[src/elt_pkg.sv]
// Shared types and codes of the edge list table.
`default_nettype none

package elt_pkg;

  // Fixed field widths of the beats on both channels
  localparam int unsigned MODE_W    = 2;
  localparam int unsigned VTX_W     = 10;
  localparam int unsigned WEIGHT_W  = 32;
  localparam int unsigned STATUS_W  = 3;
  localparam int unsigned CNT_OUT_W = 7;

  // Default table depth
  localparam int unsigned DEF_MAX_EDGES = 64;

  typedef logic [MODE_W-1:0]    mode_t;
  typedef logic [VTX_W-1:0]     vtx_t;
  typedef logic [WEIGHT_W-1:0]  weight_t;
  typedef logic [STATUS_W-1:0]  status_t;
  typedef logic [CNT_OUT_W-1:0] cnt_out_t;

  // Operation codes
  localparam mode_t MODE_ADD        = mode_t'(0);
  localparam mode_t MODE_REMOVE     = mode_t'(1);
  localparam mode_t MODE_REMOVE_MIN = mode_t'(2);
  localparam mode_t MODE_QUERY      = mode_t'(3);

  // Status codes
  localparam status_t STAT_DONE     = status_t'(0);
  localparam status_t STAT_DUP      = status_t'(1);
  localparam status_t STAT_NOTFOUND = status_t'(2);
  localparam status_t STAT_EMPTY    = status_t'(3);
  localparam status_t STAT_FULL     = status_t'(4);

  typedef struct packed {
    mode_t   mode;
    vtx_t    origin_vertex;
    vtx_t    dest_vertex;
    weight_t edge_weight;
  } in_t;

  typedef struct packed {
    status_t  status;
    vtx_t     affected_origin;
    vtx_t     affected_dest;
    cnt_out_t affected_id;
    cnt_out_t degree;
  } out_t;

endpackage

`default_nettype wire

[src/edge_list_table.sv]
// Edge list table: bounded list of edges held in a single entry memory.
//
//   channel | direction | handshake                 | payload
//   --------+-----------+---------------------------+------------------
//   in      | input     | in_valid_i / in_stall_o   | in_data_i  (in_t)
//   out     | output    | out_valid_o / out_stall_i | out_data_o (out_t)
//
// An accepted beat is scanned against every entry, one scan read a cycle through the single
// read port with a registered read; a removal then moves newer entries down one slot a cycle.
// A query skips the scan. The input stalls while an operation or its pending result is in flight.
// Reset clears the fill count and control, never the entry memory.
// A stalled output holds its beat; a finished result waits until the register frees.
`default_nettype none

module edge_list_table #(
  parameter int unsigned MAX_EDGES = elt_pkg::DEF_MAX_EDGES
) (
  input  wire logic         clk_i,
  input  wire logic         rst_ni,
  input  wire logic         in_valid_i,
  output      logic         in_stall_o,
  input  wire elt_pkg::in_t in_data_i,
  output      logic         out_valid_o,
  input  wire logic         out_stall_i,
  output elt_pkg::out_t     out_data_o
);

  localparam int unsigned AddrW = $clog2(MAX_EDGES);
  localparam int unsigned CntW  = $clog2(MAX_EDGES + 1);

  typedef logic [AddrW-1:0] idx_t;
  typedef logic [CntW-1:0]  cnt_t;

  // One stored edge
  typedef struct packed {
    elt_pkg::vtx_t    origin;
    elt_pkg::vtx_t    dest;
    elt_pkg::weight_t weight;
    cnt_t             id;
  } entry_t;

  typedef enum logic [1:0] {
    ST_IDLE,
    ST_SCAN,
    ST_SHIFT,
    ST_RESP
  } state_e;

  // Entry memory, slot 0 oldest
  entry_t mem_q [MAX_EDGES];
  entry_t rd_q;

  logic   mem_we;
  logic   mem_re;
  idx_t   mem_waddr;
  idx_t   mem_raddr;
  entry_t mem_wdata;

  state_e         state_q, state_d;
  cnt_t           len_q, len_d;
  cnt_t           rd_idx_q, rd_idx_d;     // next slot to read
  logic           cmp_vld_q, cmp_vld_d;   // rd_q holds slot cmp_idx_q this cycle
  idx_t           cmp_idx_q, cmp_idx_d;
  logic           hit_q, hit_d;
  idx_t           hit_idx_q, hit_idx_d;
  entry_t         hit_ent_q, hit_ent_d;
  elt_pkg::in_t   op_q, op_d;
  elt_pkg::out_t  res_q, res_d;
  elt_pkg::out_t  out_q, out_d;
  logic           out_valid_q, out_valid_d;

  logic scan_end;
  logic pair_match;

  assign in_stall_o  = (state_q != ST_IDLE);
  assign out_valid_o = out_valid_q;
  assign out_data_o  = out_q;

  // Memory: one write and one registered read per cycle
  always_ff @(posedge clk_i) begin
    if (mem_we) begin
      mem_q[mem_waddr] <= mem_wdata;
    end
    if (mem_re) begin
      rd_q <= mem_q[mem_raddr];
    end
  end

  assign scan_end   = (rd_idx_q == len_q) && !cmp_vld_q;
  assign pair_match = (rd_q.origin == op_q.origin_vertex) && (rd_q.dest == op_q.dest_vertex);

  always_comb begin
    state_d     = state_q;
    len_d       = len_q;
    rd_idx_d    = rd_idx_q;
    cmp_vld_d   = 1'b0;
    cmp_idx_d   = cmp_idx_q;
    hit_d       = hit_q;
    hit_idx_d   = hit_idx_q;
    hit_ent_d   = hit_ent_q;
    op_d        = op_q;
    res_d       = res_q;
    out_d       = out_q;
    out_valid_d = out_valid_q;
    mem_we      = 1'b0;
    mem_re      = 1'b0;
    mem_waddr   = '0;
    mem_raddr   = rd_idx_q[AddrW-1:0];
    mem_wdata   = '0;

    // Drop the output beat once taken
    if (out_valid_q && !out_stall_i) begin
      out_valid_d = 1'b0;
    end

    case (state_q)
      ST_IDLE: begin
        if (in_valid_i) begin
          op_d     = in_data_i;
          hit_d    = 1'b0;
          rd_idx_d = '0;
          if (in_data_i.mode == elt_pkg::MODE_QUERY) begin
            res_d   = '0;
            res_d.status = elt_pkg::STAT_DONE;
            res_d.degree = elt_pkg::cnt_out_t'(len_q);
            state_d = ST_RESP;
          end else begin
            state_d = ST_SCAN;
          end
        end
      end

      ST_SCAN: begin
        // Issue the next read
        if (rd_idx_q != len_q) begin
          mem_re    = 1'b1;
          rd_idx_d  = rd_idx_q + cnt_t'(1);
          cmp_vld_d = 1'b1;
          cmp_idx_d = rd_idx_q[AddrW-1:0];
        end
        // Examine the slot read last cycle; later hits overwrite, so newest wins
        if (cmp_vld_q) begin
          if (op_q.mode == elt_pkg::MODE_REMOVE_MIN) begin
            if (!hit_q || (rd_q.dest <= hit_ent_q.dest)) begin
              hit_d     = 1'b1;
              hit_idx_d = cmp_idx_q;
              hit_ent_d = rd_q;
            end
          end else if (pair_match) begin
            hit_d     = 1'b1;
            hit_idx_d = cmp_idx_q;
            hit_ent_d = rd_q;
          end
        end
        if (scan_end) begin
          res_d = '0;
          res_d.degree = elt_pkg::cnt_out_t'(len_q);
          state_d = ST_RESP;
          case (op_q.mode)
            elt_pkg::MODE_ADD: begin
              if (hit_q) begin
                res_d.status = elt_pkg::STAT_DUP;
              end else if (len_q == cnt_t'(MAX_EDGES)) begin
                res_d.status = elt_pkg::STAT_FULL;
              end else begin
                mem_we           = 1'b1;
                mem_waddr        = len_q[AddrW-1:0];
                mem_wdata.origin = op_q.origin_vertex;
                mem_wdata.dest   = op_q.dest_vertex;
                mem_wdata.weight = op_q.edge_weight;
                mem_wdata.id     = len_q + cnt_t'(1);
                len_d            = len_q + cnt_t'(1);
                res_d.status          = elt_pkg::STAT_DONE;
                res_d.affected_origin = op_q.origin_vertex;
                res_d.affected_dest   = op_q.dest_vertex;
                res_d.affected_id     = elt_pkg::cnt_out_t'(len_q + cnt_t'(1));
                res_d.degree          = elt_pkg::cnt_out_t'(len_q + cnt_t'(1));
              end
            end
            elt_pkg::MODE_REMOVE, elt_pkg::MODE_REMOVE_MIN: begin
              if (!hit_q) begin
                res_d.status = (op_q.mode == elt_pkg::MODE_REMOVE) ?
                               elt_pkg::STAT_NOTFOUND : elt_pkg::STAT_EMPTY;
              end else begin
                res_d.status          = elt_pkg::STAT_DONE;
                res_d.affected_origin = hit_ent_q.origin;
                res_d.affected_dest   = hit_ent_q.dest;
                res_d.affected_id     = elt_pkg::cnt_out_t'(hit_ent_q.id);
                res_d.degree          = elt_pkg::cnt_out_t'(len_q - cnt_t'(1));
                rd_idx_d              = cnt_t'(hit_idx_q) + cnt_t'(1);
                state_d               = ST_SHIFT;
              end
            end
            default: begin
              res_d.status = elt_pkg::STAT_DONE;
            end
          endcase
        end
      end

      ST_SHIFT: begin
        // Read slot i, write it back to slot i-1 in the next cycle
        if (rd_idx_q != len_q) begin
          mem_re    = 1'b1;
          rd_idx_d  = rd_idx_q + cnt_t'(1);
          cmp_vld_d = 1'b1;
          cmp_idx_d = rd_idx_q[AddrW-1:0];
        end
        if (cmp_vld_q) begin
          mem_we    = 1'b1;
          mem_waddr = cmp_idx_q - idx_t'(1);
          mem_wdata = rd_q;
        end
        if (scan_end) begin
          len_d   = len_q - cnt_t'(1);
          state_d = ST_RESP;
        end
      end

      ST_RESP: begin
        if (!out_valid_q || !out_stall_i) begin
          out_d       = res_q;
          out_valid_d = 1'b1;
          state_d     = ST_IDLE;
        end
      end

      default: begin
        state_d = ST_IDLE;
      end
    endcase
  end

  always_ff @(posedge clk_i or negedge rst_ni) begin
    if (!rst_ni) begin
      state_q     <= ST_IDLE;
      len_q       <= '0;
      rd_idx_q    <= '0;
      cmp_vld_q   <= 1'b0;
      cmp_idx_q   <= '0;
      hit_q       <= 1'b0;
      hit_idx_q   <= '0;
      hit_ent_q   <= '0;
      op_q        <= '0;
      res_q       <= '0;
      out_q       <= '0;
      out_valid_q <= 1'b0;
    end else begin
      state_q     <= state_d;
      len_q       <= len_d;
      rd_idx_q    <= rd_idx_d;
      cmp_vld_q   <= cmp_vld_d;
      cmp_idx_q   <= cmp_idx_d;
      hit_q       <= hit_d;
      hit_idx_q   <= hit_idx_d;
      hit_ent_q   <= hit_ent_d;
      op_q        <= op_d;
      res_q       <= res_d;
      out_q       <= out_d;
      out_valid_q <= out_valid_d;
    end
  end

`ifndef SYNTHESIS
  // Fill count never passes the table depth
  assert property (@(posedge clk_i) disable iff (!rst_ni)
    len_q <= cnt_t'(MAX_EDGES))
    else $error("fill count above table depth");

  // Memory writes only during a scan or compaction
  assert property (@(posedge clk_i) disable iff (!rst_ni)
    mem_we |-> (state_q == ST_SCAN || state_q == ST_SHIFT))
    else $error("memory write outside scan or compaction");

  // An accepted beat starts work
  assert property (@(posedge clk_i) disable iff (!rst_ni)
    (in_valid_i && !in_stall_o) |=> (state_q != ST_IDLE))
    else $error("accepted beat did not start an operation");

  // A result beat only appears from the response state
  assert property (@(posedge clk_i) disable iff (!rst_ni)
    $rose(out_valid_q) |-> ($past(state_q) == ST_RESP))
    else $error("result beat without a finished operation");
`endif

endmodule

`default_nettype wire

[config.mk]
export PLATFORM = sky130hd
export DESIGN_NAME = edge_list_table
export DESIGN_NICKNAME = d
export VERILOG_FILES = /design/src/elt_pkg.sv /design/src/edge_list_table.sv
export SDC_FILE = /design/constraint.sdc
export NUM_CORES = 2
export LEC_CHECK = 0
export BUFFER_PORTS_ARGS = -buffer_cell sky130_fd_sc_hd__clkbuf_2
export CORE_MARGIN = 5
export CORE_UTILIZATION = 41
export CTS_CLUSTER_DIAMETER = 30
export DETAILED_ROUTE_END_ITERATION = 8
export PLACE_DENSITY = 0.57
export RECOVER_POWER = 100
export SLEW_MARGIN = 20
export SYNTH_ARGS = -nofsm -noshare
export SYNTH_HDL_FRONTEND = slang
export SYNTH_SLANG_ARGS = --single-unit
[constraint.sdc]
create_clock -name clk_i -period 14.8 [get_ports clk_i]
set_input_delay 2.22 -clock clk_i [delete_from_list [all_inputs] [get_ports clk_i]]
set_output_delay 2.22 -clock clk_i [all_outputs]
set_load 0.01 [all_outputs]
==> run_results.csv <==
group,metric,value,unit
synthesis,ys_ff_latch,1909,
power,p_per_area,199,nW/um^2
cts,insertion_delay,0.95,ns
global_route,grt_pass1_wl,282,mm
critical_path,max_stage_delay,2.27,ns
placed_design,dp_hpwl,107,mm
global_route,grt_max_degree,107,
floorplanning,core-area,183000,um^2
timing,tightest_slew,4.95,ns
drt,drt_iter0_drc,3558,
min_path,min-delay-path-class,"reg -> reg",
cts,cts_resized,0,
placed_design,gp_congestion,0.844,
drt,wirelength,195,mm
synthesis,seq_area_frac_synth,75.3,%
synthesis,ys_warn_count,0,
critical_path,startpoint,"rd_idx_q[0]",
cts,clock-sinks,1909,
synthesis,synthTopCellsByArea,"edfxtp_1 70%, mux4_2 13%, dfrtp_1 5.1%",
critical_path,worstPathRequired,15.22,ns
floorplanning,std_cell_rows,157,
flow_run,maxCapViolCount,110,
power,vdd_drop_max,0.000117,V
timing,post-route-period-util,62.5,%
drt,drcViolationCount,0,
critical_path,rr_startpoint,"rd_idx_q[0]",
critical_path,worstPathMaxFanout,34,
critical_path,cp-start-kind,"flip-flop",
synthesis,ys_async_sr_fraction,8.07,%
timing,finalSetupTns,0,ns
min_path,hp-start,"res_q[23]",
timing,rsz0062_at_grt,"no",
floorplanning,die-area,192000,um^2
critical_path,cp-end-kind,"flip-flop",
global_route,grt-ovfl-total,0,
layout,finalNetCount,4051,
critical_path,worstSetupPathType,"reg -> reg",
cts,holdBufCountCts,0,
drt,wire_per_inst,29.2,um
layout,fin_cells,6671,
global_route,antenna_found_initial,23,
critical_path,cp_slowest_cell,"nor2_1",
cts,clk_pin_slew_worst_paths,0.05,ns
critical_path,crit_buf_inv,2,
run_status,violations,"capacitance limit, slew limit",
timing,clock.fmax,108,MHz
global_route,track_usage,20.3,%
synthesis,netlist_top_cells_count,"1755 x edfxtp_1, 432 x mux4_2, 208 x mux2_2",
critical_path,cp_top_family,"simple AND/OR/NAND/NOR gates",
synthesis,syn_nets,3690,
layout,area_growth,22.0,%
timing,finalHoldViolations,0,
placed_design,port_buffers,64,
synthesis,ys_types,65,
drt,vias,38341,
global_route,grt_pass1_vias,39529,
drt,via_per_inst,5.75,
cts,cts_root_buf,"clkbuf_16",
synthesis,avgSynthCellArea,20.8,um^2
cts,ctsHtreeMaxLevel,5,
cts,cts-buffers-inserted,399,
synthesis,synthCells,3605,
timing,finalClockSkew,0.0783,ns
synthesis,synth.top_cell.area_share,70.2,%
synthesis,synth-main-ff-cell,"edfxtp_1",
run_status,status,"complete, but fails checks",
power,p_leak,30.3,nW
timing,setup_viol,0,
synthesis,post-synth-top-area-cell,"edfxtp_1",
cts,postCtsSetupRepairBufs,0,
critical_path,cp_cell_sequence,"xor2_1 -> or4_1 -> nor3_1 -> and2_0 -> clkbuf_1 -> a22oi_1 -> nor2_1 -> clkbuf_1",
cts,cts_tree,"yes",
floorplanning,die_y,438,um
floorplanning,die_width,438,um
synthesis,synth_enable_flop_cells,1755,
synthesis,synthesis.area,75100,um^2
timing,period_needed,9.25,ns
critical_path,crit_top_cell,"clkbuf_1",
cts,cts_buffer_depth,4,
synthesis,synth_most_common_cell,"edfxtp_1",
layout,layout-drive-gt1-share,32.2,%
timing,final_max_slew_viol_count,3874,
floorplanning,start_util,41.1,%
layout,nFillCells,14661,
critical_path,critPathArrivalTime,9.67,ns
timing,maxSlewHeadroom,-230,%
drt,ant_nets,0,
placed_design,dpl.cell_count,5945,
floorplanning,pin_count,97,
drt,dr.pass1.iters,5,
## layer usage
layer  wire, um  up-vias  GRT usage [%]
met5         13        -              0
met4       6580        2           7.38
met3      14900      349           4.20
met2      90600     1588           31.2
met1      82600    20445           28.9
li1           -    15957              -
## layout by cell type, fill, tap and decap left out, drive strengths merged, types with 28 or more instances in the layout
cell,n
a221oi,57
a22oi,52
buf,36
bufinv,53
clkbuf,577
clkinv,157
clkinvlp,36
dfrtp,154
edfxtp,1755
inv,54
mux2,208
mux2i,58
mux4,432
nand2,81
nor2,108
nor4bb,28
o21ai,89
o22ai,55
o31ai,30
## final timing paths
check	to	cells after the start	slack, ns
setup / recovery	mem_q[3][55]	8	5.55
hold / removal	out_data_o[23]	1	0.47
setup reg to reg	mem_q[3][55]	8	5.55
hold reg to reg	out_data_o[23]	1	0.47
max in group asynchronous	rd_idx_q[1]	2	6.21
min in group asynchronous	op_q[39]	1	3.09
## worst register-to-register path: cells and delay by family, from the launching register on
| family | cells | cell delay, ns |
|---|---|---|
| flip-flops | 1 | 1.82 |
| buffers and inverters | 2 | 2.29 |
| AND/OR/NAND/NOR | 4 | 4.12 |
| XOR/XNOR | 1 | 0.29 |
| AO/OA/AOI/OAI | 1 | 0.15 |
## sequential cells by signal (all words and copies together), names as in the netlist
register,cells
op_q,22
cmp_vld_q,1
hit_q,1
out_valid_o,1
res_q,37
len_q,7
out_data_o,37
state_q,2
rd_idx_q,7
rd_q,27
hit_idx_q,6
hit_ent_q,27
cmp_idx_q,6
mem_q,1728
## power breakdown
| part | total, mW | internal [mW] | switching, mW |
|---|---|---|---|
| registers | 6.70 | 6.42 | 0.283 |
| clock network | 8.68 | 5.88 | 2.80 |
| logic | 2.81 | 1.13 | 1.68 |
| total | 18.2 | 13.4 | 4.76 |
## area by class of cell
type	count	area, um^2	share of cell area, %
antenna	5	12.5	0.0137
clock buffer	442	10200	11.2
clock inverter	274	2980	3.25
inverter	26	97.6	0.107
multi-input combinational	1459	17800	19.5
sequential	1909	56600	61.8
tap	2385	2980	3.26
timing repair buffer	171	880	0.960
## logic make-up (layout without fill, tap and decap cells)
family	Yosys count	after routing	share of synthesized area, %
flops	1909	1909	75.3
mux	698	698	16.9
compound gates	350	350	3.20
simple gates	336	336	2.32
buf+inv	237	913	1.27
xor+xnor	48	48	0.560
fa+ha+maj	27	27	0.450
other cells	0	5	0
## per-stage QoR
stage          util, %  instance area (um^2)  power (mW)  setup WS (ns)  hold WS, ns
6_report          50.1                 91600        18.2           5.55        0.472
5_1_grt           50.1                 91600        18.8           4.45        0.494
4_1_cts           50.5                 92300        18.4           9.11        0.473
3_5_place_dp      43.3                 79100        9.63           9.16        0.457
3_3_place_gp      43.3                 79100        9.60           9.12        0.458
2_1_floorplan        -                 75100        8.60           9.51        0.433
No activity file was read; power rests on OpenSTA's default activity.
